$ cat src/rtl/stsg_pkg.sv
// Shared types, register codes and sine table construction for the tone generator.
package stsg_pkg;

  // Configuration register indexes
  typedef enum logic [2:0] {
    REG_TUNING_WORD     = 3'd0,
    REG_SAMPLE_BITS     = 3'd1,
    REG_CONTAINER_BYTES = 3'd2,
    REG_UNSIGNED_OUTPUT = 3'd3,
    REG_BIG_ENDIAN      = 3'd4
  } cfg_reg_t;

  // Output format, already clamped to legal ranges
  typedef struct packed {
    logic [5:0] bits;   // 8..32
    logic [4:0] shift;  // 32 - bits
    logic [2:0] bps;    // whole bytes in the sample
    logic [2:0] phys;   // 1..4 container bytes
    logic       uns;
    logic       big;
  } fmt_t;

  localparam logic [63:0] HALF_PI_Q62 = 64'h6487ED5110B4611A;
  localparam int unsigned TAYLOR_MAX_TERMS = 40;

  // Q62 multiply, keeping bits 125..62 of the full product
  function automatic logic [63:0] mul_q62(input logic [63:0] a, input logic [63:0] b);
    logic [127:0] p;
    p = {64'd0, a} * {64'd0, b};
    return p[125:62];
  endfunction

  // Divide a series term by (2n+2)(2n+3)
  function automatic logic [63:0] taylor_div(input logic [63:0] a, input int unsigned n);
    logic [63:0] q;
    unique case (n)
      0:  q = a / 64'd6;
      1:  q = a / 64'd20;
      2:  q = a / 64'd42;
      3:  q = a / 64'd72;
      4:  q = a / 64'd110;
      5:  q = a / 64'd156;
      6:  q = a / 64'd210;
      7:  q = a / 64'd272;
      8:  q = a / 64'd342;
      9:  q = a / 64'd420;
      10: q = a / 64'd506;
      11: q = a / 64'd600;
      12: q = a / 64'd702;
      13: q = a / 64'd812;
      14: q = a / 64'd930;
      15: q = a / 64'd1056;
      16: q = a / 64'd1190;
      17: q = a / 64'd1332;
      18: q = a / 64'd1482;
      19: q = a / 64'd1640;
      20: q = a / 64'd1806;
      21: q = a / 64'd1980;
      22: q = a / 64'd2162;
      23: q = a / 64'd2352;
      24: q = a / 64'd2550;
      25: q = a / 64'd2756;
      26: q = a / 64'd2970;
      27: q = a / 64'd3192;
      28: q = a / 64'd3422;
      29: q = a / 64'd3660;
      30: q = a / 64'd3906;
      31: q = a / 64'd4160;
      32: q = a / 64'd4422;
      33: q = a / 64'd4692;
      34: q = a / 64'd4970;
      35: q = a / 64'd5256;
      36: q = a / 64'd5550;
      37: q = a / 64'd5852;
      38: q = a / 64'd6162;
      default: q = a / 64'd6480;
    endcase
    return q;
  endfunction

  // Rounded sin(pi/2 * r / 2^qbits) * (2^31-1), for 0 <= r <= 2^qbits
  function automatic logic [31:0] quarter_sine(input int unsigned r, input int unsigned qbits);
    logic [63:0]  qmask;
    logic [63:0]  x;
    logic [63:0]  x2;
    logic [63:0]  term;
    logic [63:0]  sum;
    logic [127:0] p;
    logic [63:0]  res;
    int unsigned  n;
    qmask = (64'd1 << qbits) - 64'd1;
    x = (HALF_PI_Q62 >> qbits) * 64'(r) + (((HALF_PI_Q62 & qmask) * 64'(r)) >> qbits);
    x2 = mul_q62(x, x);
    term = x;
    sum = x;
    n = 0;
    while (term != 64'd0 && n < TAYLOR_MAX_TERMS) begin
      term = taylor_div(mul_q62(term, x2), n);
      n++;
      if (n[0]) begin
        sum = sum - term;
      end else begin
        sum = sum + term;
      end
    end
    p = {64'd0, sum} * 128'h7FFFFFFF;
    p = p + (128'd1 << 61);
    res = p[125:62];
    if (res > 64'h7FFFFFFF) begin
      res = 64'h7FFFFFFF;
    end
    return res[31:0];
  endfunction

  // Full-wave table entry i for a table of 2^abits entries
  function automatic logic [31:0] sine_entry(input int unsigned i, input int unsigned abits);
    int unsigned qbits;
    int unsigned quarter;
    int unsigned quad;
    int unsigned r;
    logic [31:0] mag;
    qbits = abits - 2;
    quarter = 1 << qbits;
    quad = (i >> qbits) & 3;
    r = i & (quarter - 1);
    mag = quarter_sine(((quad & 1) != 0) ? quarter - r : r, qbits);
    return ((quad & 2) != 0) ? (32'd0 - mag) : mag;
  endfunction

endpackage

$ cat src/rtl/stsg_front.sv
// Front end: configuration registers, phase accumulator and tick classification.
module stsg_front import stsg_pkg::*; #(
  parameter int TABLE_ADDR_BITS = 10,
  parameter int PHASE_BITS      = 32
) (
  input  logic                       clk,
  input  logic                       rst_n,
  input  logic                       in_push,
  input  logic                       in_tick,
  input  logic                       q_full,
  output logic                       q_push,
  output logic [TABLE_ADDR_BITS-1:0] q_addr,
  input  logic                       cfg_valid,
  output logic                       cfg_ready,
  input  logic [2:0]                 cfg_index,
  input  logic [31:0]                cfg_data,
  output fmt_t                       fmt
);

  logic [31:0]           tuning_word_r;
  logic [5:0]            sample_bits_r;
  logic [2:0]            container_bytes_r;
  logic                  unsigned_output_r;
  logic                  big_endian_r;
  logic [PHASE_BITS-1:0] phase_r;
  logic                  accept;

  assign cfg_ready = 1'b1;
  assign accept    = in_push && !q_full;
  assign q_push    = accept && in_tick;
  assign q_addr    = phase_r[PHASE_BITS-1 -: TABLE_ADDR_BITS];

  // Write configuration registers
  always_ff @(posedge clk) begin
    if (!rst_n) begin
      tuning_word_r     <= 32'd42852281;
      sample_bits_r     <= 6'd16;
      container_bytes_r <= 3'd2;
      unsigned_output_r <= 1'b0;
      big_endian_r      <= 1'b0;
    end else if (cfg_valid) begin
      unique case (cfg_reg_t'(cfg_index))
        REG_TUNING_WORD:     tuning_word_r     <= cfg_data;
        REG_SAMPLE_BITS:     sample_bits_r     <= cfg_data[5:0];
        REG_CONTAINER_BYTES: container_bytes_r <= cfg_data[2:0];
        REG_UNSIGNED_OUTPUT: unsigned_output_r <= cfg_data[0];
        REG_BIG_ENDIAN:      big_endian_r      <= cfg_data[0];
        default: ;
      endcase
    end
  end

  // Advance the phase on every word that produces a sample
  always_ff @(posedge clk) begin
    if (!rst_n) begin
      phase_r <= '0;
    end else if (q_push) begin
      phase_r <= phase_r + PHASE_BITS'(tuning_word_r);
    end
  end

  // Clamp format fields
  always_comb begin
    fmt = '0;
    if (sample_bits_r < 6'd8) begin
      fmt.bits = 6'd8;
    end else if (sample_bits_r > 6'd32) begin
      fmt.bits = 6'd32;
    end else begin
      fmt.bits = sample_bits_r;
    end
    if (container_bytes_r == 3'd0) begin
      fmt.phys = 3'd1;
    end else if (container_bytes_r > 3'd4) begin
      fmt.phys = 3'd4;
    end else begin
      fmt.phys = container_bytes_r;
    end
    fmt.shift = 5'(6'd32 - fmt.bits);
    fmt.bps   = fmt.bits[5:3];
    fmt.uns   = unsigned_output_r;
    fmt.big   = big_endian_r;
  end

endmodule

$ cat config.mk
export PLATFORM = sky130hd
export DESIGN_NAME = stsg_front
export DESIGN_NICKNAME = d
export VERILOG_FILES = /design/src/rtl/stsg_pkg.sv /design/src/rtl/stsg_front.sv
export SDC_FILE = /design/constraint.sdc
export NUM_CORES = 1
export LEC_CHECK = 0
export ABC_AREA = 1
export BUFFER_PORTS_ARGS = -buffer_cell sky130_fd_sc_hd__buf_2
export CORE_AREA = 2 2 120 122
export CTS_BUF_LIST = sky130_fd_sc_hd__clkbuf_8
export DETAILED_ROUTE_END_ITERATION = 10
export DIE_AREA = 0 0 122 124
export PLACE_DENSITY = 0.64
export SETUP_SLACK_MARGIN = 0.4
export SYNTH_ARGS = -nofsm -noshare
export SYNTH_HDL_FRONTEND = slang
export SYNTH_SLANG_ARGS = --single-unit
export TNS_END_PERCENT = 100
$ cat constraint.sdc
create_clock -name clk -period 4.5 [get_ports clk]
set_input_delay 1.35 -clock clk [delete_from_list [all_inputs] [get_ports clk]]
set_output_delay 1.35 -clock clk [all_outputs]
set_load 0.01 [all_outputs]
==> After elaboration in Yosys (flattened, before gate mapping) <==
Cells that the tools add are included.
{ "classes": {"n_addsub": 2, "n_lt_le_gt_ge": 3, "n_eq_ne": 4, "n_mux": 4, "n_reduce_logical": 10} }
{ "op_table": {"columns": ["op", "count"], "rows": [
  ["32-bit adder", 1],
  ["6-bit two-way mux", 2],
  ["2-bit AND reduction", 5],
  ["3-bit by 2-bit == test with 1-bit output (second input constant)", 2],
  ["6-bit > comparator (second input constant)", 1],
  ["3-bit zero test", 2],
  ["6-bit by 4-bit < comparator with 1-bit output (second input constant)", 1],
  ["3-bit two-way mux", 2],
  ["1-bit by 5-bit subtractor with 5-bit output (first input constant)", 1],
  ["3-bit by 1-bit == test with 1-bit output (second input constant)", 1],
  ["3-bit == test (second input constant)", 1],
  ["3-bit > comparator (second input constant)", 1],
  ["1-bit logical AND", 2],
  ["1-bit zero test", 1]
]} }
{ "word_totals": {"reg_bits": 75, "inputBits": 41, "output_inout_bits": 31, "elab_cells": 29} }

==> Longest topological paths before layout <==
{ "logic_depth": {"ltp_word": 4, "mapped_depth": 13} }

==> Least setup slack after synthesis <==
No wires, ideal clock.
{ "synth_timing": {"path_kind": "in2out", "startpoint": "in in_tick", "endpoint": "out q_push", "arrival_ps": 1940, "required_time_ps": 3150, "setup_slack_ps": 1210, "stages": 3, "path_cell_list": "nand2_1 -> nor2_1 -> clkbuf_1"} }
{ "synth_via": {"elab_chain_cells": 1} }
{ "synth_rtl": {"columns": ["element", "line", "text"], "rows": [
  ["start: declaration", "stsg_front.sv:9", "input logic in_tick,"],
  ["1-bit logical AND", "stsg_front.sv:30", "assign q_push = accept && in_tick;"],
  ["end: declaration", "stsg_front.sv:11", "output logic q_push,"]
]} }
No other way between the ends.

==> Flow_metrics.wiki <==
{| class="wikitable"
! Metric !! Value
|-
| Routed length per instance || around 12 um
|-
| Maximum buffer depth of the clock tree || 2
|-
| Final wirelength || ~13 mm
|-
| Pin count of the biggest net entering global routing || 51
|-
| Cell count after synthesis || ~900
|-
| Number of buffer and inverter stages on the critical path || 3
|-
| Seq/Total Area, Yosys || 27.8%
|-
| Overall overflow remaining after global route || 0
|-
| Total Power || around 1.7 mW
|-
| Global-route wire length before repair || 22.3 mm
|-
| Final worst-path setup slack || approximately 1.3 ns
|-
| Largest clock skew in the final design || roughly 0.012 ns
|-
| Number of nets produced by synthesis || around 1000
|-
| Height of the chip || between 100 and 150 um
|-
| Adder-cell area share of the yosys netlist || slightly below 8%
|-
| Die Footprint || between 0.015 and 0.02 mm^2
|-
| Site Rows || between 40 and 50
|-
| Worst min path class || flip-flop to flip-flop
|-
| Max Cap Viol || 0
|-
| Drt pass-1 iters || 5
|-
| Fill count || 1500
|-
| Number of gates given a new drive strength after cts || 0
|-
| Largest family of logic cells by synthesized area || simple AND/OR/NAND/NOR gates
|-
| Post-place instance area || a little under 0.006 mm^2
|-
| Worst setup SP type || flip-flop
|-
| Synth Area in Compound Gates || under 10%
|-
| Area added between synthesis and finish || 11.4%
|-
| Share of post-route cells with drive strength above 1 || ~14%
|-
| Final weighted congestion in routability-driven placement || roughly 0.93
|-
| Cells on worst reg2reg path || 12
|-
| Clk pin slew, worst setup/hold paths || about 0.09 ns
|-
| Placement Setup Slack || around 1.2 ns
|-
| Crit path largest cell delay || around 0.36 ns
|-
| Remaining antenna violation count || 0
|-
| Tightest hold margin || about 0.45 ns
|-
| Net count, final || just over 1000
|-
| Crit-path slowest cell || sky130_fd_sc_hd__dfxtp_1
|-
| Commonest non-fill, non-tap cells in the layout || sky130_fd_sc_hd__nand2_1 (259), sky130_fd_sc_hd__nor2_1 (150), sky130_fd_sc_hd__inv_1 (147), sky130_fd_sc_hd__dfxtp_1 (75), sky130_fd_sc_hd__buf_2 (70)
|-
| Clock insertion delay at the later pin of the skew report || around 0.38 ns
|-
| Xor/xnor share of the synthesized area || ~3%
|-
| Cell area after synthesis || about 0.0054 mm^2
|-
| Count of warnings emitted by yosys || 0
|-
| Remaining DRCs || 0
|-
| Final count of pins violating max slew || 0
|-
| Post-synth top area share || 27.8%
|-
| Footprint of the flip-flops and latches || 0.00150 mm^2
|-
| Initial DRC count || 337
|-
| Number of global-route vias before repair || ~4700
|-
| Largest fanout on the critical path || 3
|-
| Actual slew at the worst max-slew pin || around 1.1 ns
|-
| Core area || about 0.014 mm^2
|-
| Post-synth top area cell || sky130_fd_sc_hd__dfxtp_1
|-
| Via-to-Cell Ratio || approximately 4.6
|-
| Mean post-synth cell area || approximately 6.0 um^2
|-
| Initial antenna violation count || 0
|-
| Arrival time reported for the critical path endpoint || 1.83 ns
|-
| Peak clock frequency supported by timing || 0.314 GHz
|-
| Post-synthesis share of cell area spent on and, or, nand and nor gates || about two fifths
|-
| Leakage component of the power || between 3 and 4 nW
|-
| Utilization after layout || between 40 and 50%
|-
| Num CTS Buffers || 9
|-
| Critical Path, Cell by Cell || nor2_1 -> nor2_1 -> inv_1 -> nor2_1 -> inv_1 -> ha_1 -> nand2_1 -> nor2_1 -> xor2_1 -> buf_2
|-
| Period minus WS final || 3.18 ns
|-
| Worst hold path stage count || 2
|-
| Biggest area contributors in the synthesized netlist || sky130_fd_sc_hd__dfxtp_1 (28%), sky130_fd_sc_hd__nand2_1 (18%), sky130_fd_sc_hd__nor2_1 (10%)
|-
| Portion of netlist area occupied by mux cells || 0%
|-
| Post-synthesis sequential element count || 75
|-
| Effective utilization at floorplan || roughly 39%
|-
| Period utilization || between 70% and 80%
|-
| Total routing resource utilization after global routing || about a fifth
|-
| Unrepaired setup endpoints after global routing || false
|-
| Final Cell Area || between 0.006 and 0.007 mm^2
|-
| Port Buf Inserts || 70
|-
| Required time at the worst-slack endpoint || roughly 3.2 ns
|-
| Number of H-tree levels || 3
|-
| Setup violation total in the final timing report || 0
|-
| Worst VDD drop || ~0.14 mV
|-
| Run status || complete, no violations
|-
| Crit path top cell by count || sky130_fd_sc_hd__nor2_1
|-
| CP delay by family, top || simple AND/OR/NAND/NOR gates
|-
| Multi-input combinational cell area || about 0.0031 mm^2
|-
| Most common cell after layout, fill and taps aside || sky130_fd_sc_hd__nand2_1
|-
| Summed negative setup slack over all endpoints || 0 ns
|-
| Number of distinct standard cells referenced by the synthesized netlist || 30
|-
| Die boundary width || ~120 um
|-
| Pwr/cell area || roughly 280 mW/mm^2
|-
| Filler-free cell count of the finished design || about 1100
|-
| Post-CTS Setup Bufs || 0
|-
| Clock tree from TritonCTS || done
|-
| Estimated wirelength of the detail-placed design || 10.1 mm
|-
| Path type of the worst setup path || flip-flop to primary output
|-
| Placed cell count || roughly 1100
|-
| Kind of end point of the critical path || primary output
|-
| Stages on worst setup path || 10
|-
| CTS root buffer || sky130_fd_sc_hd__clkbuf_8
|-
| Total clock sinks || 75
|-
| Relative max-transition margin || 25.6%
|-
| Final count of hold timing violations || 0
|-
| Via count || between 5000 and 6000
|-
| # diodes || 0
|-
| Num ports || 72
|-
| Hold-fix buffer count after cts || 0
|}
-- metal layers --
layer,vias to the layer above,routed length [um],track usage (%)
met2,106,5690,29.6
met5,-,0,0
li1,2841,-,-
met3,20,586,2.61
met4,0,290,7.69
met1,2249,6740,25.8
-- cells by family after synthesis --
group,count (synthesis)
buffers and inverters,197
and+or+nand+nor,505
adders and majority gates,33
AOI/OAI and AO/OA,80
DFF,75
other,1
xor gates and xnor gates,18
-- worst register-to-register path, cell delays in order (launching register included) --
cell and delay (ns):
sky130_fd_sc_hd__dfxtp_1 0.32, sky130_fd_sc_hd__ha_1 0.23, sky130_fd_sc_hd__fa_1 0.47, sky130_fd_sc_hd__nand3_1 0.12, sky130_fd_sc_hd__nand3_1 0.16, sky130_fd_sc_hd__nand2_1 0.10, sky130_fd_sc_hd__nand2_1 0.13, sky130_fd_sc_hd__nand3_1 0.15
sky130_fd_sc_hd__nand3_1 0.09, sky130_fd_sc_hd__nand2_1 0.06, sky130_fd_sc_hd__nand3_1 0.10, sky130_fd_sc_hd__nand2_1 0.09, sky130_fd_sc_hd__inv_1 0.04
-- final cells by class --
cell class / count / share of cell area [%]
sequential: 75 / 24.9
clock buffer: 9 / 2.05
timing repair buffer: 73 / 6.19
tap: 180 / 3.74
inverter: 159 / 9.90
clock inverter: 7 / 1.66
multi-input combinational: 637 / 51.6
-- cells in the mapped netlist --
library cell and number:
sky130_fd_sc_hd__nand2_1 259, sky130_fd_sc_hd__nor2_1 151, sky130_fd_sc_hd__inv_1 147, sky130_fd_sc_hd__dfxtp_1 75, sky130_fd_sc_hd__nand3_1 60, sky130_fd_sc_hd__o21ai_0 41, sky130_fd_sc_hd__ha_1 32, sky130_fd_sc_hd__a21oi_1 28
sky130_fd_sc_hd__buf_4 17, sky130_fd_sc_hd__clkbuf_1 17, sky130_fd_sc_hd__xor2_1 16, sky130_fd_sc_hd__nand2_2 14, sky130_fd_sc_hd__inv_2 11, sky130_fd_sc_hd__nor2_2 6, sky130_fd_sc_hd__nand3_2 5, sky130_fd_sc_hd__buf_2 4
sky130_fd_sc_hd__nand4_1 3, sky130_fd_sc_hd__nor3_2 3, sky130_fd_sc_hd__o21ai_1 3, sky130_fd_sc_hd__o21bai_1 3, sky130_fd_sc_hd__a21o_1 2, sky130_fd_sc_hd__nor2_4 2, sky130_fd_sc_hd__o211ai_1 2, sky130_fd_sc_hd__xnor2_1 2
sky130_fd_sc_hd__a21oi_2 1, sky130_fd_sc_hd__and2_1 1, sky130_fd_sc_hd__clkinv_1 1, sky130_fd_sc_hd__conb_1 1, sky130_fd_sc_hd__fa_1 1, sky130_fd_sc_hd__nor3_1 1
-- flip-flops by register name, indices dropped and copies added (netlist names) --
| name | cells |
|---|---|
| big_endian_r | 1 |
| container_bytes_r | 3 |
| phase_r | 32 |
| sample_bits_r | 6 |
| tuning_word_r | 32 |
| unsigned_output_r | 1 |
-- final timing paths --
| kind | startpoint | slack (ns) | endpoint |
|---|---|---|---|
| min | unsigned_output_r$_SDFFE_PN0P_ | 0.45 | unsigned_output_r$_SDFFE_PN0P_ |
| min reg2reg | unsigned_output_r$_SDFFE_PN0P_ | 0.45 | unsigned_output_r$_SDFFE_PN0P_ |
| max reg2reg | tuning_word_r[0]$_SDFFE_PN1P_ | 2.35 | phase_r[24]$_SDFFE_PN0P_ |
| max | sample_bits_r[3]$_SDFFE_PN0P_ | 1.32 | fmt[12] |
-- power breakdown --
| part | leakage, nW | internal, mW | switching (mW) |
|---|---|---|---|
| Combinational | 2.77 | 0.130 | 0.237 |
| Sequential | 0.612 | 0.692 | 0.0180 |
| Clock | 0.114 | 0.317 | 0.289 |
(Power assumes the default switching activity.)
