==> src/rtl/stsg_pkg.sv <==
// Shared types, register codes and sine table construction for the tone generator.
package stsg_pkg;

  // Configuration register indexes
  typedef enum logic [2:0] {
    REG_TUNING_WORD     = 3'd0,
    REG_SAMPLE_BITS     = 3'd1,
    REG_CONTAINER_BYTES = 3'd2,
    REG_UNSIGNED_OUTPUT = 3'd3,
    REG_BIG_ENDIAN      = 3'd4
  } cfg_reg_t;

  // Output format, already clamped to legal ranges
  typedef struct packed {
    logic [5:0] bits;   // 8..32
    logic [4:0] shift;  // 32 - bits
    logic [2:0] bps;    // whole bytes in the sample
    logic [2:0] phys;   // 1..4 container bytes
    logic       uns;
    logic       big;
  } fmt_t;

  localparam logic [63:0] HALF_PI_Q62 = 64'h6487ED5110B4611A;
  localparam int unsigned TAYLOR_MAX_TERMS = 40;

  // Q62 multiply, keeping bits 125..62 of the full product
  function automatic logic [63:0] mul_q62(input logic [63:0] a, input logic [63:0] b);
    logic [127:0] p;
    p = {64'd0, a} * {64'd0, b};
    return p[125:62];
  endfunction

  // Divide a series term by (2n+2)(2n+3)
  function automatic logic [63:0] taylor_div(input logic [63:0] a, input int unsigned n);
    logic [63:0] q;
    unique case (n)
      0:  q = a / 64'd6;
      1:  q = a / 64'd20;
      2:  q = a / 64'd42;
      3:  q = a / 64'd72;
      4:  q = a / 64'd110;
      5:  q = a / 64'd156;
      6:  q = a / 64'd210;
      7:  q = a / 64'd272;
      8:  q = a / 64'd342;
      9:  q = a / 64'd420;
      10: q = a / 64'd506;
      11: q = a / 64'd600;
      12: q = a / 64'd702;
      13: q = a / 64'd812;
      14: q = a / 64'd930;
      15: q = a / 64'd1056;
      16: q = a / 64'd1190;
      17: q = a / 64'd1332;
      18: q = a / 64'd1482;
      19: q = a / 64'd1640;
      20: q = a / 64'd1806;
      21: q = a / 64'd1980;
      22: q = a / 64'd2162;
      23: q = a / 64'd2352;
      24: q = a / 64'd2550;
      25: q = a / 64'd2756;
      26: q = a / 64'd2970;
      27: q = a / 64'd3192;
      28: q = a / 64'd3422;
      29: q = a / 64'd3660;
      30: q = a / 64'd3906;
      31: q = a / 64'd4160;
      32: q = a / 64'd4422;
      33: q = a / 64'd4692;
      34: q = a / 64'd4970;
      35: q = a / 64'd5256;
      36: q = a / 64'd5550;
      37: q = a / 64'd5852;
      38: q = a / 64'd6162;
      default: q = a / 64'd6480;
    endcase
    return q;
  endfunction

  // Rounded sin(pi/2 * r / 2^qbits) * (2^31-1), for 0 <= r <= 2^qbits
  function automatic logic [31:0] quarter_sine(input int unsigned r, input int unsigned qbits);
    logic [63:0]  qmask;
    logic [63:0]  x;
    logic [63:0]  x2;
    logic [63:0]  term;
    logic [63:0]  sum;
    logic [127:0] p;
    logic [63:0]  res;
    int unsigned  n;
    qmask = (64'd1 << qbits) - 64'd1;
    x = (HALF_PI_Q62 >> qbits) * 64'(r) + (((HALF_PI_Q62 & qmask) * 64'(r)) >> qbits);
    x2 = mul_q62(x, x);
    term = x;
    sum = x;
    n = 0;
    while (term != 64'd0 && n < TAYLOR_MAX_TERMS) begin
      term = taylor_div(mul_q62(term, x2), n);
      n++;
      if (n[0]) begin
        sum = sum - term;
      end else begin
        sum = sum + term;
      end
    end
    p = {64'd0, sum} * 128'h7FFFFFFF;
    p = p + (128'd1 << 61);
    res = p[125:62];
    if (res > 64'h7FFFFFFF) begin
      res = 64'h7FFFFFFF;
    end
    return res[31:0];
  endfunction

  // Full-wave table entry i for a table of 2^abits entries
  function automatic logic [31:0] sine_entry(input int unsigned i, input int unsigned abits);
    int unsigned qbits;
    int unsigned quarter;
    int unsigned quad;
    int unsigned r;
    logic [31:0] mag;
    qbits = abits - 2;
    quarter = 1 << qbits;
    quad = (i >> qbits) & 3;
    r = i & (quarter - 1);
    mag = quarter_sine(((quad & 1) != 0) ? quarter - r : r, qbits);
    return ((quad & 2) != 0) ? (32'd0 - mag) : mag;
  endfunction

endpackage

==> src/rtl/stsg_queue.sv <==
// Small first-in first-out word queue with registered storage.
module stsg_queue import stsg_pkg::*; #(
  parameter int WIDTH = 8,
  parameter int DEPTH = 4
) (
  input  logic             clk,
  input  logic             rst_n,
  input  logic             push,
  input  logic [WIDTH-1:0] wdata,
  output logic             full,
  input  logic             pop,
  output logic [WIDTH-1:0] rdata,
  output logic             empty
);

  localparam int PW = (DEPTH > 1) ? $clog2(DEPTH) : 1;
  localparam int CW = $clog2(DEPTH + 1);

  logic [WIDTH-1:0] mem_r [DEPTH];
  logic [PW-1:0]    wr_ptr_r, rd_ptr_r;
  logic [CW-1:0]    cnt_r;
  logic             do_push, do_pop;

  assign full    = (cnt_r == CW'(DEPTH));
  assign empty   = (cnt_r == '0);
  assign do_push = push && !full;
  assign do_pop  = pop && !empty;
  assign rdata   = mem_r[rd_ptr_r];

  // Advance pointers and count
  always_ff @(posedge clk) begin
    if (!rst_n) begin
      wr_ptr_r <= '0;
      rd_ptr_r <= '0;
      cnt_r    <= '0;
    end else begin
      if (do_push) begin
        wr_ptr_r <= (wr_ptr_r == PW'(DEPTH - 1)) ? '0 : wr_ptr_r + PW'(1);
      end
      if (do_pop) begin
        rd_ptr_r <= (rd_ptr_r == PW'(DEPTH - 1)) ? '0 : rd_ptr_r + PW'(1);
      end
      if (do_push && !do_pop) begin
        cnt_r <= cnt_r + CW'(1);
      end else if (do_pop && !do_push) begin
        cnt_r <= cnt_r - CW'(1);
      end
    end
  end

  // Store the incoming word
  always_ff @(posedge clk) begin
    if (do_push) begin
      mem_r[wr_ptr_r] <= wdata;
    end
  end

endmodule

==> config.mk <==
export PLATFORM = sky130hd
export DESIGN_NAME = stsg_queue
export DESIGN_NICKNAME = d
export VERILOG_FILES = /design/src/rtl/stsg_pkg.sv /design/src/rtl/stsg_queue.sv
export SDC_FILE = /design/constraint.sdc
export NUM_CORES = 1
export LEC_CHECK = 0
export BUFFER_PORTS_ARGS = -buffer_cell sky130_fd_sc_hd__buf_4
export CAP_MARGIN = 20
export CORE_MARGIN = 3
export CORE_UTILIZATION = 50
export CTS_CLUSTER_DIAMETER = 60
export DETAILED_ROUTE_END_ITERATION = 7
export HOLD_SLACK_MARGIN = 0.1
export PLACE_DENSITY = 0.74
export SLEW_MARGIN = 10
export SYNTH_ARGS = -nofsm -noshare
export SYNTH_HDL_FRONTEND = slang
export SYNTH_SLANG_ARGS = --single-unit
==> constraint.sdc <==
create_clock -name clk -period 2.4 [get_ports clk]
set_clock_uncertainty 0.2 [all_clocks]
set_input_delay 0.36 -clock clk [delete_from_list [all_inputs] [get_ports clk]]
set_output_delay 0.36 -clock clk [all_outputs]
set_load 0.1 [all_outputs]
# --- Yosys cells after proc, flatten, opt, wreduce, memory -nomap -nowiden ---
# Memory sizes are Yosys's and may differ from the RTL's. A register that Yosys moved wholly into a read port is not among the register bits.
# Index checks and enable logic that the tools add are counted.
word_totals:
  memories: 1
  elab_cells: 29
  output_inout_bits: 10
  inputBits: 12
  ff_bits: 7
  mem_bits_rw: 32
op_classes:
  n_addsub: 4
  n_reduce_logical: 10
  eq_ne: 3
  n_mux: 8
mem_list:
  columns: ["name", "words", "width", "read_ports", "rd_clocked_by_memory_dff", "wr", "line_no", "text"]
  rows:
  - ["mem_r", 4, 8, 1, 1, 1, "stsg_queue.sv:19", "logic [WIDTH-1:0] mem_r [DEPTH];"]
op_table:
  columns: ["operator", "count"]
  rows:
  - ["2-bit 2-to-1 mux", 4]
  - ["3-bit 2-to-1 mux", 2]
  - ["2-bit by 1-bit adder with 2-bit output, second input constant", 2]
  - ["2-bit == test, second input constant", 2]
  - ["1-bit logical AND", 4]
  - ["1-bit logical NOT", 4]
  - ["3-bit by 1-bit adder with 3-bit output, second input constant", 1]
  - ["3-bit == test, second input constant", 1]
  - ["3-bit logical NOT", 1]
  - ["3-bit by 1-bit subtractor with 3-bit output, second input constant", 1]
  - ["1-bit 2-to-1 mux", 2]
  - ["2-bit nonzero test", 1]

# --- Longest topological paths before layout ---
# Gate-level depths: netlist of the first run.
depth:
  ltp_word: 7
  ltp_mapped: 9
  ltp_nobuf: 8

# --- Least setup slack after synthesis of the first run ---
# OpenSTA, ideal clock, no wires.
synth_path:
  kind: "flip-flop to flip-flop"
  from: "register cnt_r[1]"
  to: "register cnt_r[2]"
  setup_ns: 0.076
  stages_incl_launch_ff: 10
  arrival_time_ns: 2.830
  setup_slack_ns: -0.705
  period_less_slack_ns: 3.105
  t_required_ns: 2.124
  path_buffers: 1
  path_cell_list: "dfxtp_1 -> nor3b_2 -> nor2b_1 -> buf_2 -> ha_1 -> inv_1 -> fa_1 -> xor2_1 -> or3_1 -> a21boi_0"
synth_between:
  elab_chain_len: 6
  elab_cells_between_ends: 15
  cone_classes: "add/sub: 2; eq/ne: 1; mux: 2; reduce/logical: 10"
synth_rtl:
  columns: ["item", "line_no", "text"]
  rows:
  - ["start, declared", "stsg_queue.sv:21", "logic [CW-1:0] cnt_r;"]
  - ["start signal, assigned", "stsg_queue.sv:44", "cnt_r <= cnt_r + CW'(1);"]
  - ["start signal, assigned", "stsg_queue.sv:46", "cnt_r <= cnt_r - CW'(1);"]
  - ["3-bit == test *", "stsg_queue.sv:24", "assign full = (cnt_r == CW'(DEPTH));"]
  - ["net full", "stsg_queue.sv:10", "output logic full,"]
  - ["1-bit logical NOT *", "stsg_queue.sv:26", "assign do_push = push && !full;"]
  - ["1-bit logical AND *", "stsg_queue.sv:26", null]
  - ["net do_push", "stsg_queue.sv:22", "logic do_push, do_pop;"]
  - ["1-bit logical NOT", "stsg_queue.sv:45", "end else if (do_pop && !do_push) begin"]
  - ["1-bit logical AND", "stsg_queue.sv:45", null]
  - ["2-bit nonzero test (no line)", null, null]
# Mark *: on every way through the listed nets, which the timed path passes. The rest lies on a longest branch. The select of a mux whose other input is x is not followed.
# A chain may end at the register's enable or synchronous reset.

# --- Worst setup path in the final report of the first run ---
layout_path:
  from: "register cnt_r[2]"
  to: "register cnt_r[2]"
layout_between:
  elab_chain_len: 6
  elab_cells_between_ends: 15
  cone_classes: "add/sub: 2; eq/ne: 1; mux: 2; reduce/logical: 10"
layout_rtl:
  columns: ["item"]
  rows:
  - ["parallel branches: the longest is 6 deep, another holds 3-bit by 1-bit subtractor with 3-bit output"]
# Parallel ways; which one is timed is not known. The select of a mux whose other input is x is not followed.

==> results.md, run 1 <==
- The run finished with clean final reports.
- The data required time of the critical path is ~2.5 ns.
- The arrival time of data at the critical path endpoint is 2.31 ns.
- The biggest fanout along the worst timing path is 5.
- The congestion estimate from routability-driven global placement came to between 0.6 and 0.7.
- The class of the tightest hold or removal check is primary input to flop.
- The die covers about 4000 um^2.
- In this run the power spent charging and discharging nets is roughly 1.1 mW.
- The number of optimization iterations in the first detailed-route pass is 3.
- In this run the tightest slew margin relative to its limit is roughly 72%.
- The largest net degree at the start of global routing is 15.
- The HPWL after detailed placement is between 1500 and 2000 um.
- Traced cell by cell, the critical path runs through nor3b_4 -> nor2b_1 -> ha_4 -> inv_2 -> fa_1 -> xor2_1 -> or3_1 -> a21boi_0.
- The floorplan step set the die width to ~63 um.
- The count of mapped cells out of synthesis is 93.
- Buffers placed on the I/O ports in this run total 21.
- The register bit count reported by yosys is 41.
- The via count of the first global-routing pass is slightly above 900.
- The share of total power dissipated in the clock network is 21.2%.
- The library cells used most frequently in the layout, excluding fill and tap cells, are edfxtp_1, buf_4, dlygate4sd3_1.
- The first-pass GRT wire length is 4360 um.
- The number of hold violations in the final report is 0.
- Based on the critical path, the design can be clocked at up to between 400 and 500 MHz.
- In this run the count of I/O pins placed on the die edge is 22.
- The worst setup path is launched from a flop.
- In this design, the stage delay of the slowest critical-path cell is around 0.37 ns.
- The leading cell type in the layout, fill and taps excluded is edfxtp_1.
- Dividing the detail-routed wire length by the instance count gives between 10 and 15 um.
- Power comes to ~2.6 mW.
- Max-cap violations in this run came to 0.
- The starting density of the core is a little over half.
- The total placed cells including tap cells is 157.
- The netlist area before placement is roughly 1600 um^2.
- After detailed placement, the total cell area comes to approximately 1900 um^2.
- For this block, the routed nets add up to 2460 um of wire.
- For this run, the post-layout net count is about 150.
- Dividing the detail-routed via count by the number of cells gives slightly above 5.
- The CTS sink count is 41.
- Power spread over the standard cell area amounts to about 1300 nW/um^2.
- The count of nets left with antenna violations once routing finished came out at 0.
- VDD sags by at most roughly 880 uV.
- The number of distinct library cells after synthesis is 23.
- The post-route minimum period is about 2.2 ns.
- Relative to the synthesized area, the layout overhead comes to 27.6%.
- For this block, the initial DRC count from the detailed router was 25.
- Dividing the final minimum period by the clock period gives ~93%.
- The number of antenna violations at the first check in global routing is 0.
- In the routed design, unresolved DRC markers number 0.
- The finished cells cover 2080 um^2.
- In this run the standard cell core region covers about 3100 um^2.
- TritonCTS built the clock tree.
- The number of placement rows is 20.
- The clock passes through at most 2 buffers.
- The final setup violation count is 0.
- The internal power is about 1.5 mW.
- After the flow finishes, the layout carries non-filler instances totaling between 150 and 200.
- The standby leakage power is about 0.76 nW.
- The worst hold slack is between 0.2 and 0.3 ns.
- The area of combinational cells with multiple inputs is about 490 um^2.
- In the global route stage, overall resource usage came out at between 10% and 20%.
- For this run the aggregate overflow at the end of global routing stands at 0.
- The clock latency of the later-clocked register in the worst-skew pair is 0.35 ns.
- The fraction of power spent switching nets is between 40% and 50%.
- The power share of the sequential group is approximately 36%.
- The clock tree synthesis step divided the H-tree into 2 levels.
- The count of inserted antenna diode cells is 0.
- For this block, the via count after detailed routing is between 800 and 900.
- The utilization of the core after routing is about two thirds.
- The number of nets handed over by synthesis was around 110.
- The area taken by flip-flops and latches is ~1100 um^2.
- Clock tree synthesis inserted a total of 5 buffers.
- The number of inserted filler cells in the final layout is 224.
- The worst setup path is of the flop to flop kind.
- The post-route netlist has 36.9% of its cells at a drive strength greater than 1.
- Setup repair after global routing left no endpoint under its margin.
- The number of pins with negative max-slew slack in the final report was 0.
- In this run the mean area of a mapped cell was 17.5 um^2.
- The master cell of the clock root buffer is clkbuf_4.
- From bottom edge to top edge, the die measures around 63 um.
- The actual slew at the worst max-slew pin is roughly 0.41 ns.
- The clock-pin slew on the worst setup and hold paths is approximately 0.12 ns.
- The share of total power dissipated in combinational logic is a little over two fifths.
- The worst setup path is captured at a flop.
- The number of synthesis warnings is 0.
- The post-synthesis sequential area ratio is a little over two thirds.
- The cell at the slowest stage of the critical path is dfxtp_2.
[worst paths after layout]
path / slack, ns / start / to / depth (start not counted)
setup / recovery: 0.17 / cnt_r[2] / cnt_r[2] / 8
hold reg to reg: 0.31 / wr_ptr_r[1] / wr_ptr_r[1] / 2
hold / removal: 0.28 / pop / rd_ptr_r[0] / 4
setup reg to reg: 0.17 / cnt_r[2] / cnt_r[2] / 8
[final cells by class]
class	count	share of cell area, %
multi-input combinational	45	23.5
sequential	41	55.2
timing repair buffer	33	13.0
clock inverter	3	3.31
inverter	3	0.542
tap	44	2.65
clock buffer	5	1.81
[critical path, delay by kind of cell (launching register included)]
family,cells,cell delay (ns)
simple gates,3,0.69
fa+ha+maj,2,0.56
flops,1,0.37
compound gates,1,0.16
xor+xnor,1,0.15
buf+inv,1,0.04
[cell usage after synthesis]
master     n  area share [%]
fa_1       1             1.2
xor2_1     1            0.54
ha_1       6             4.6
nor2_1     2            0.46
buf_2      2            0.61
o31ai_1    1            0.46
nand3_1    2            0.61
and2_1     5             1.9
mux2i_1    3             1.8
o21ai_0    3            0.92
xnor2_1    1            0.54
nor2b_1    2            0.77
a21boi_0   1            0.46
nand2_1    6             1.4
or3_1      1            0.38
buf_1      1            0.23
edfxtp_1  32              59
mux4_2     8              11
nor3_1     1            0.31
inv_1      3            0.69
nor3b_2    1            0.77
clkbuf_1   1            0.23
dfxtp_1    9              11
[cell families (layout without fill, tap and decap cells)]
group,count (synthesis),in the layout,share of synthesized area (%)
xor+xnor,2,2,1.07
buf+inv,7,44,1.76
fa+ha+maj,7,7,5.83
flops,41,41,70.0
mux,11,11,12.9
simple gates,20,20,6.60
compound gates,5,5,1.84
[per-stage QoR]
stage | setup WS [ns] | TNS [ns]
floorplan | -0.250 | -0.444
global placement | 0.181 | 0
detailed placement | 0.0249 | 0
CTS | 0.0203 | 0
global route | 0.0701 | 0
finish | 0.170 | 0
[flip-flops by register name (all words and copies together), names as in the netlist, named ones only]
name	count
cnt_r	3
mem_r	32
rd_ptr_r	2
wr_ptr_r	2
[metal layers]
metal	share of wire (%)	vias up	global-route usage, %	wire length [um]
met5	0	-	0	0
met4	2.5	0	8.26	61
met3	4.1	6	5.53	100
met2	50	17	23.5	1240
met1	43	429	17.6	1050
li1	-	423	-	-
[power by group through the flow]
stage          clock, mW  combinational (mW)  sequential [mW]
2_1_floorplan          0               0.914            0.944
3_3_place_gp           0                1.10            0.961
3_5_place_dp           0                1.11            0.970
4_1_cts            0.572                1.12            0.955
5_1_grt            0.602                1.17            0.967
6_report           0.555                1.11            0.955
[what timing repair did]
item                       CTS  global route
gates resized for setup      0             1
setup endpoints to repair    0             1
hold endpoints to repair    33             0
setup buffers                0             0
hold buffers                 9             0
(Power assumes the default switching activity.)
==> run 2, diff against run 1 <==
--- a/config.mk
+++ b/config.mk
@@ -8,11 +8,11 @@
 export BUFFER_PORTS_ARGS = -buffer_cell sky130_fd_sc_hd__buf_4
 export CAP_MARGIN = 20
 export CORE_MARGIN = 3
-export CORE_UTILIZATION = 50
+export CORE_UTILIZATION = 55
 export CTS_CLUSTER_DIAMETER = 60
 export DETAILED_ROUTE_END_ITERATION = 7
 export HOLD_SLACK_MARGIN = 0.1
-export PLACE_DENSITY = 0.74
+export PLACE_DENSITY = 0.77
 export SLEW_MARGIN = 10
 export SYNTH_ARGS = -nofsm -noshare
 export SYNTH_HDL_FRONTEND = slang
==> constraint.sdc (replaced) <==
create_clock -name clk -period 2.5 [get_ports clk]
set_clock_uncertainty 0.2 [all_clocks]
set_input_delay 0.375 -clock clk [delete_from_list [all_inputs] [get_ports clk]]
set_output_delay 0.375 -clock clk [all_outputs]
set_load 0.1 [all_outputs]
==> results.md, run 2 (synthesis results as in run 1) <==
- The number of placement rows is 19.
- The element type at the critical path start is a flop.
- The final antenna-violating net count is 0.
- Of the cells placed in the final design, the portion with a size suffix greater than 1 is around a third.
- During I/O placement, the number of pins put on the boundary was 22.
- The design draws 2.29 mW.
- In the final layout, the registers with the most flip-flops are mem_r: 32 flops, cnt_r: 3 flops.
- The HPWL after detailed placement is 1850 um.
- The number of optimization iterations in the first detailed-route pass is 3.
- The via count of the first global-routing pass is 904.
- In this run the worst setup path begins at cnt_r[2].
- The worst-case setup margin in the final layout is 0.190 ns.
- The count of nets after finishing is approximately 150.
- The aggregate routed wire length is 2630 um.
- The number of antenna violations at the first check in global routing came to 0.
- The clock tree from TritonCTS is built.
- The largest register by flop count is mem_r.
- The all-layer global routing usage is between 10% and 20%.
- The max capacitance violation total is 0.
- Setup repair after global routing left no endpoint under its margin.
- The placer's final routability congestion estimate is between 0.7 and 0.8.
- The library cells used most frequently in the layout, excluding fill and tap cells, are edfxtp_1, buf_4, mux4_2, dlygate4sd3_1.
- The data required time of the critical path is about 2.6 ns.
- The standby leakage power is ~0.72 nW.
- The total number of vias is around 850.
- After detailed routing, the number of remaining DRC violations is 0.
- After clock tree synthesis, the clock-pin slew on the worst setup and hold paths is 0.11 ns.
- From synthesis to final layout, the design area changed by 22.2%.
- The H-tree was split into 2 levels.
- The total global routing overflow is 0.
- The worst hold path belongs to the class primary input to flop.
- The setup path with the least slack is of type flop to flop.
- The starting density of the core is between 50% and 60%.
- The count of inserted antenna diode cells is 0.
- Counting tap cells, the placed design contains a total of 144 instances.
- The number of flip-flops in the largest register is 32.
- The worst setup path is captured at a flop.
- Leaving out filler cells and counting taps, the final layout contains 159.
- The initial DRC count is 13.
- The y dimension of the die is just over 60 um.
- The area of the die is around 3700 um^2.
- The maximum clock insertion buffer count is 2.
- The biggest fanout along the worst timing path is 5.
- The CTS sink count is 41.
- The number of pins with negative max-slew slack in the final report is 0.
- The final setup violation count is 0.
- For the pin with the worst max-slew slack, the measured transition is roughly 0.44 ns.
- The master cell of the clock root buffer is clkbuf_4.
- The via-per-instance ratio is 5.33.
- The startpoint of the lowest-slack register-to-register path is cnt_r[2].
- For this run, the share of the core covered by cells in the final layout is between 70% and 80%.
- The worst pin sits at a relative slew slack of around 71%.
- The leading cell type in the layout, fill and taps excluded is edfxtp_1.
- The worst hold path startpoint is rst_n.
- The first global-routing pass estimated roughly 4200 um of wire.
- The pre-CTS setup slack is about 0.12 ns.
- The flow ran to the end, and the final reports show no timing, DRC or antenna violations.
- In this run the standard cell core region covers between 2000 and 3000 um^2.
- Entering global routing, the biggest net connects 12 pins.
- The worst register-to-register path has a setup slack of ~0.19 ns.
- In this run the power density over the cells is 1150 nW/um^2.
- Dividing the detail-routed wire length by the instance count gives 16.5 um.
- The worst path uses 92.4% of the clock period.
- The peak supply drop is around 1000 uV.
- The number of hold violations in the final report is 0.
- The post-route minimum period is about 2.3 ns.
- The arrival time of data at the critical path endpoint is 2.38 ns.
- In this run the post-CTS setup repair buffer count came out at 0.
- In this run, CTS created clock tree buffers numbering 5.
- The clock latency of the later-clocked register in the worst-skew pair is 0.33 ns.
- The chip width is approximately 60 um.
- The number of port buffers is 21.
- The achievable clock frequency is roughly 430 MHz.
run 2: changes by cell type in the layout (fill, tap and decap cells not counted), sizes merged:
cell and delta:
bufinv -2, clkbuf +1, clkinv +1, dlygate4sd3 -1
inv -1
run 2: stage by stage:
stage	TNS (ns)	hold slack, ns	cell area [um^2]
finish	0	0.142	1990
global route	0	0.138	1990
CTS	0	0.127	1990
detailed placement	0	0.315	1860
global placement	0	0.293	1860
floorplan	-0.244	0.268	1660
run 2: final cells by class:
cell class | count | area (um^2)
Clock inverter | 1 | 3.75
Timing Repair Buffer | 32 | 260
Fill cell | 178 | 790
Sequential cell | 41 | 1150
Multi-Input combinational cell | 45 | 489
Inverter | 3 | 11.3
Clock buffer | 6 | 41.3
Tap cell | 31 | 38.8
run 2: power by group:
part / leakage [nW] / internal, mW / switching [mW] / total [mW]
clock network: 0.0258 / 0.102 / 0.189 / 0.291
registers: 0.369 / 0.844 / 0.0733 / 0.918
logic: 0.331 / 0.327 / 0.752 / 1.08
total: 0.725 / 1.27 / 1.01 / 2.29
run 2: repair_timing:
action,in CTS,in global routing
setup endpoints to repair,0,1
hold buffers,8,0
resized for setup,0,1
hold endpoints to repair,32,0
run 2: worst max-delay path: stages, from the launching register on:
cell and delay, ns:
dfxtp_2 0.36, nor3b_4 0.15, nor2b_1 0.29, ha_4 0.21, inv_2 0.04, fa_1 0.37
xor2_1 0.16, or3_1 0.30, a21boi_0 0.16
run 2: layer usage:
| layer | track usage, % | wire [um] |
|---|---|---|
| met1 | 18.7 | 1060 |
| met2 | 29.6 | 1400 |
| met3 | 5.11 | 100 |
| met4 | 10.5 | 69 |
| met5 | 0 | 0 |
run 2: final timing paths:
kind,end,cells past startpoint
worst max register to register,cnt_r[2],8
worst min register to register,wr_ptr_r[1],2
worst max-delay path,cnt_r[2],8
worst min-delay path,cnt_r[0],2
==> run 3, diff against run 2 <==
--- a/config.mk
+++ b/config.mk
@@ -5,7 +5,7 @@
 export SDC_FILE = /design/constraint.sdc
 export NUM_CORES = 1
 export LEC_CHECK = 0
-export BUFFER_PORTS_ARGS = -buffer_cell sky130_fd_sc_hd__buf_4
+export BUFFER_PORTS_ARGS = -buffer_cell sky130_fd_sc_hd__buf_2
 export CAP_MARGIN = 20
 export CORE_MARGIN = 3
 export CORE_UTILIZATION = 55
==> results.md, run 3 (synthesis results as in run 1) <==
- The final clock period utilization by the worst path is between 90% and 100%.
- The number of levels the H-tree was split into is 2.
- The via-per-instance ratio is ~5.4.
- The worst setup path is captured at a flop.
- In this run the core area contains 19 standard-cell rows.
- Setup violations remaining at the end of the flow were counted as 0.
- For flop-to-flop paths, the worst setup slack is 0.20 ns.
- Sequential cells burn around 40% of the power.
- The internal power is between 1 and 1.5 mW.
- The area of the die is roughly 3700 um^2.
- The max-slew headroom at the worst pin is about two thirds.
- The post-route minimum period is 2.30 ns.
- 22 I/O pins were placed.
- The buffer and inverter count on the worst path is 1.
- The signal on the critical path passes through o31ai_1 -> ha_4 -> inv_2 -> fa_1 -> xor2_1 -> or3_1 -> a21boi_0.
- The final antenna-violating net count is 0.
- The met1 track demand over resource is between 15 and 20%.
- The number of cells on the critical path is 7.
- The floorplan step defined a core boundary enclosing between 2000 and 3000 um^2.
- From bottom edge to top edge, the die measures 60.4 um.
- The number of hold violations in the final report is 0.
- The max capacitance violation total is 0.
- For this run, global-route usage on met2 was measured as roughly a quarter.
- The CTS sink count is 41.
- The element type at the critical path start is a flop.
- Once layout is complete, the utilization of the core stands at between 70% and 80%.
- The achievable clock frequency is about 430 MHz.
- The via count of the first global-routing pass was 840.
- The terminating pin of the worst hold path is cnt_r[2].
- The largest registers in the layout are mem_r: 32 flops, cnt_r: 3 flops.
- The count of inserted antenna diode cells is 0.
- The first-pass GRT wire length is between 4000 and 5000 um.
- The cell family with the largest share of critical-path delay is compound AO/OA/AOI/OAI gates.
- Per report_power, the clock group accounts for around 16% of the total.
- The number of DRC violations after detailed routing is 0.
- For this design the static power due to leakage is around 0.72 nW.
- The cell at the slowest stage of the critical path is o31ai_1.
- The fraction of power spent switching nets is a little over two fifths.
- The net switching power figure is 1.01 mW.
- After detailed routing, the average wire length per cell comes to ~15 um.
- The startpoint identified for the worst hold timing path is rst_n.
- The combinational fraction of design power is between 40 and 50%.
- Input and output buffers added on the ports amount to 21.
- The startpoint of the lowest-slack register-to-register path is cnt_r[1].
- The count of cells resized by post-cts repair is 0.
- Along the worst hold path, the cell count comes to 2.
- The post-route netlist has between 30% and 40% of its cells at a drive strength greater than 1.
- The clock latency of the later-clocked register in the worst-skew pair is ~0.34 ns.
- The clock tree from TritonCTS is built.
- The register with the most flip-flops in the layout has 32 of them.
- The top cell types in the final layout, fill and taps aside, are edfxtp_1, buf_2, mux4_2, dlygate4sd3_1.
- The tightest hold path in the finished design has a slack of about 0.16 ns.
- In this run the cell area measured after placement is about 1800 um^2.
- The number of cells traversed by the worst register-to-register path is 7.
- The count of nets after finishing is 147.
- The maximum clock insertion buffer count is 2.
- The congestion estimate from routability-driven global placement came to roughly 0.68.
- In this run, CTS created clock tree buffers numbering 5.
- The worst setup path category is flop to flop.
- The number of pins with negative max-slew slack in the final report is 0.
- Relative to the synthesized area, the layout overhead comes to 20.2%.
- Once detailed placement completed, the half-perimeter wirelength came to between 1500 and 2000 um.
- For the worst setup path, the data arrival time is approximately 2.4 ns.
- The power density normalized to cell area is ~1200 nW/um^2.
- On the worst path, the slowest cell contributes a delay of ~0.43 ns.
- Global routing used between 10% and 20% of the available tracks across all layers.
- The worst-case IR drop observed on VDD is ~850 uV.
- The number of antenna violations at the first check in global routing is 0.
- The tree is rooted in a clkbuf_4.
- Detailed routing inserted a total of roughly 860 vias.
- The flow ran to the end, and the final reports show no timing, DRC or antenna violations.
- The initial DRC count is 35.
- The summed area of non-filler cells in the final layout is just under 2000 um^2.
- For the pin with the worst max-slew slack, the measured transition is about 0.5 ns.
- The class of the tightest hold or removal check is primary input to flop.
- The largest register by flop count is mem_r.
- The largest net degree at the start of global routing is 13.
- Summed over all layers, the global routing overflow is 0.
- The aggregate routed wire length is 2450 um.
- Setup repair after global routing left no endpoint under its margin.
- Leaving out fill and tap cells, the most frequent cell in the layout is edfxtp_1.
- For this configuration, the core starts out at a cell density of roughly three fifths.
- The number of optimization iterations in the first detailed-route pass is 4.
- The met3 global-route usage is 7.02%.
- In this run the worst path has a maximum fanout of 5.
- The clock-pin slew on the worst setup and hold paths is between 0.1 and 0.15 ns.
- In this run the horizontal extent of the chip is approximately 60 um.
- The critical register-to-register path endpoint is cnt_r[2].
- met2 is the most crowded layer.
- The data required time of the critical path is 2.58 ns.
run 3: cell count changes in the layout (fill, tap and decap cells not counted):
cell      before  now
clkbuf_1       1    0
clkbuf_8       0    2
clkinv_1       1    0
clkinv_2       0    1
buf_2          0   21
o31ai_2        1    0
o31ai_1        0    1
buf_4         24    3
run 3: area by class of cell:
type                       count  area [um^2]
sequential                    41         1150
inverter                       3         11.3
tap                           31         38.8
multi-input combinational     45          484
clock buffer                   7         65.1
fill                         183          822
timing repair buffer          32          208
clock inverter                 1         5.00
run 3: layer usage:
layer / share of wire (%) / wire, um / vias up
met4: 1.6 / 39 / 0
li1: - / - / 417
met5: 0 / 0 / -
met1: 43 / 1040 / 410
met3: 6.8 / 166 / 4
met2: 49 / 1200 / 25
run 3: worst max-delay path by stage:
stage | to | slack, ns | startpoint
after floorplan | cnt_r[2] | -0.15 | cnt_r[0]
after global placement | cnt_r[2] | 0.28 | cnt_r[1]
after detailed placement | cnt_r[2] | 0.20 | cnt_r[1]
after CTS | cnt_r[2] | 0.19 | cnt_r[1]
after global routing | cnt_r[2] | 0.11 | cnt_r[2]
final | cnt_r[2] | 0.20 | cnt_r[1]
run 3: repair_timing:
item / in CTS / in global routing
hold buffers: 8 / 0
setup buffers: 0 / 0
endpoints found under the hold margin: 32 / 0
run 3: through the flow:
stage | cells | power (mW) | setup WS, ns | TNS (ns)
after global routing | 160 | 2.40 | 0.109 | 0
after floorplan | 93 | 1.78 | -0.150 | -0.244
after global placement | 144 | 1.92 | 0.276 | 0
final | 160 | 2.29 | 0.197 | 0
after CTS | 160 | 2.31 | 0.193 | 0
after detailed placement | 144 | 1.94 | 0.200 | 0
run 3: power by group through the flow:
| stage | clock network [mW] | registers (mW) | logic (mW) |
|---|---|---|---|
| after floorplan | 0 | 0.906 | 0.878 |
| after global placement | 0 | 0.923 | 1.00 |
| after detailed placement | 0 | 0.931 | 1.01 |
| after CTS | 0.374 | 0.916 | 1.02 |
| after global routing | 0.399 | 0.927 | 1.08 |
| final | 0.361 | 0.914 | 1.01 |
run 3: worst register-to-register path, stage by stage (launching register included):
cell      delay (ns)
dfxtp_2         0.38
o31ai_1         0.43
ha_4            0.21
inv_2           0.04
fa_1            0.37
xor2_1          0.16
or3_1           0.30
a21boi_0        0.16
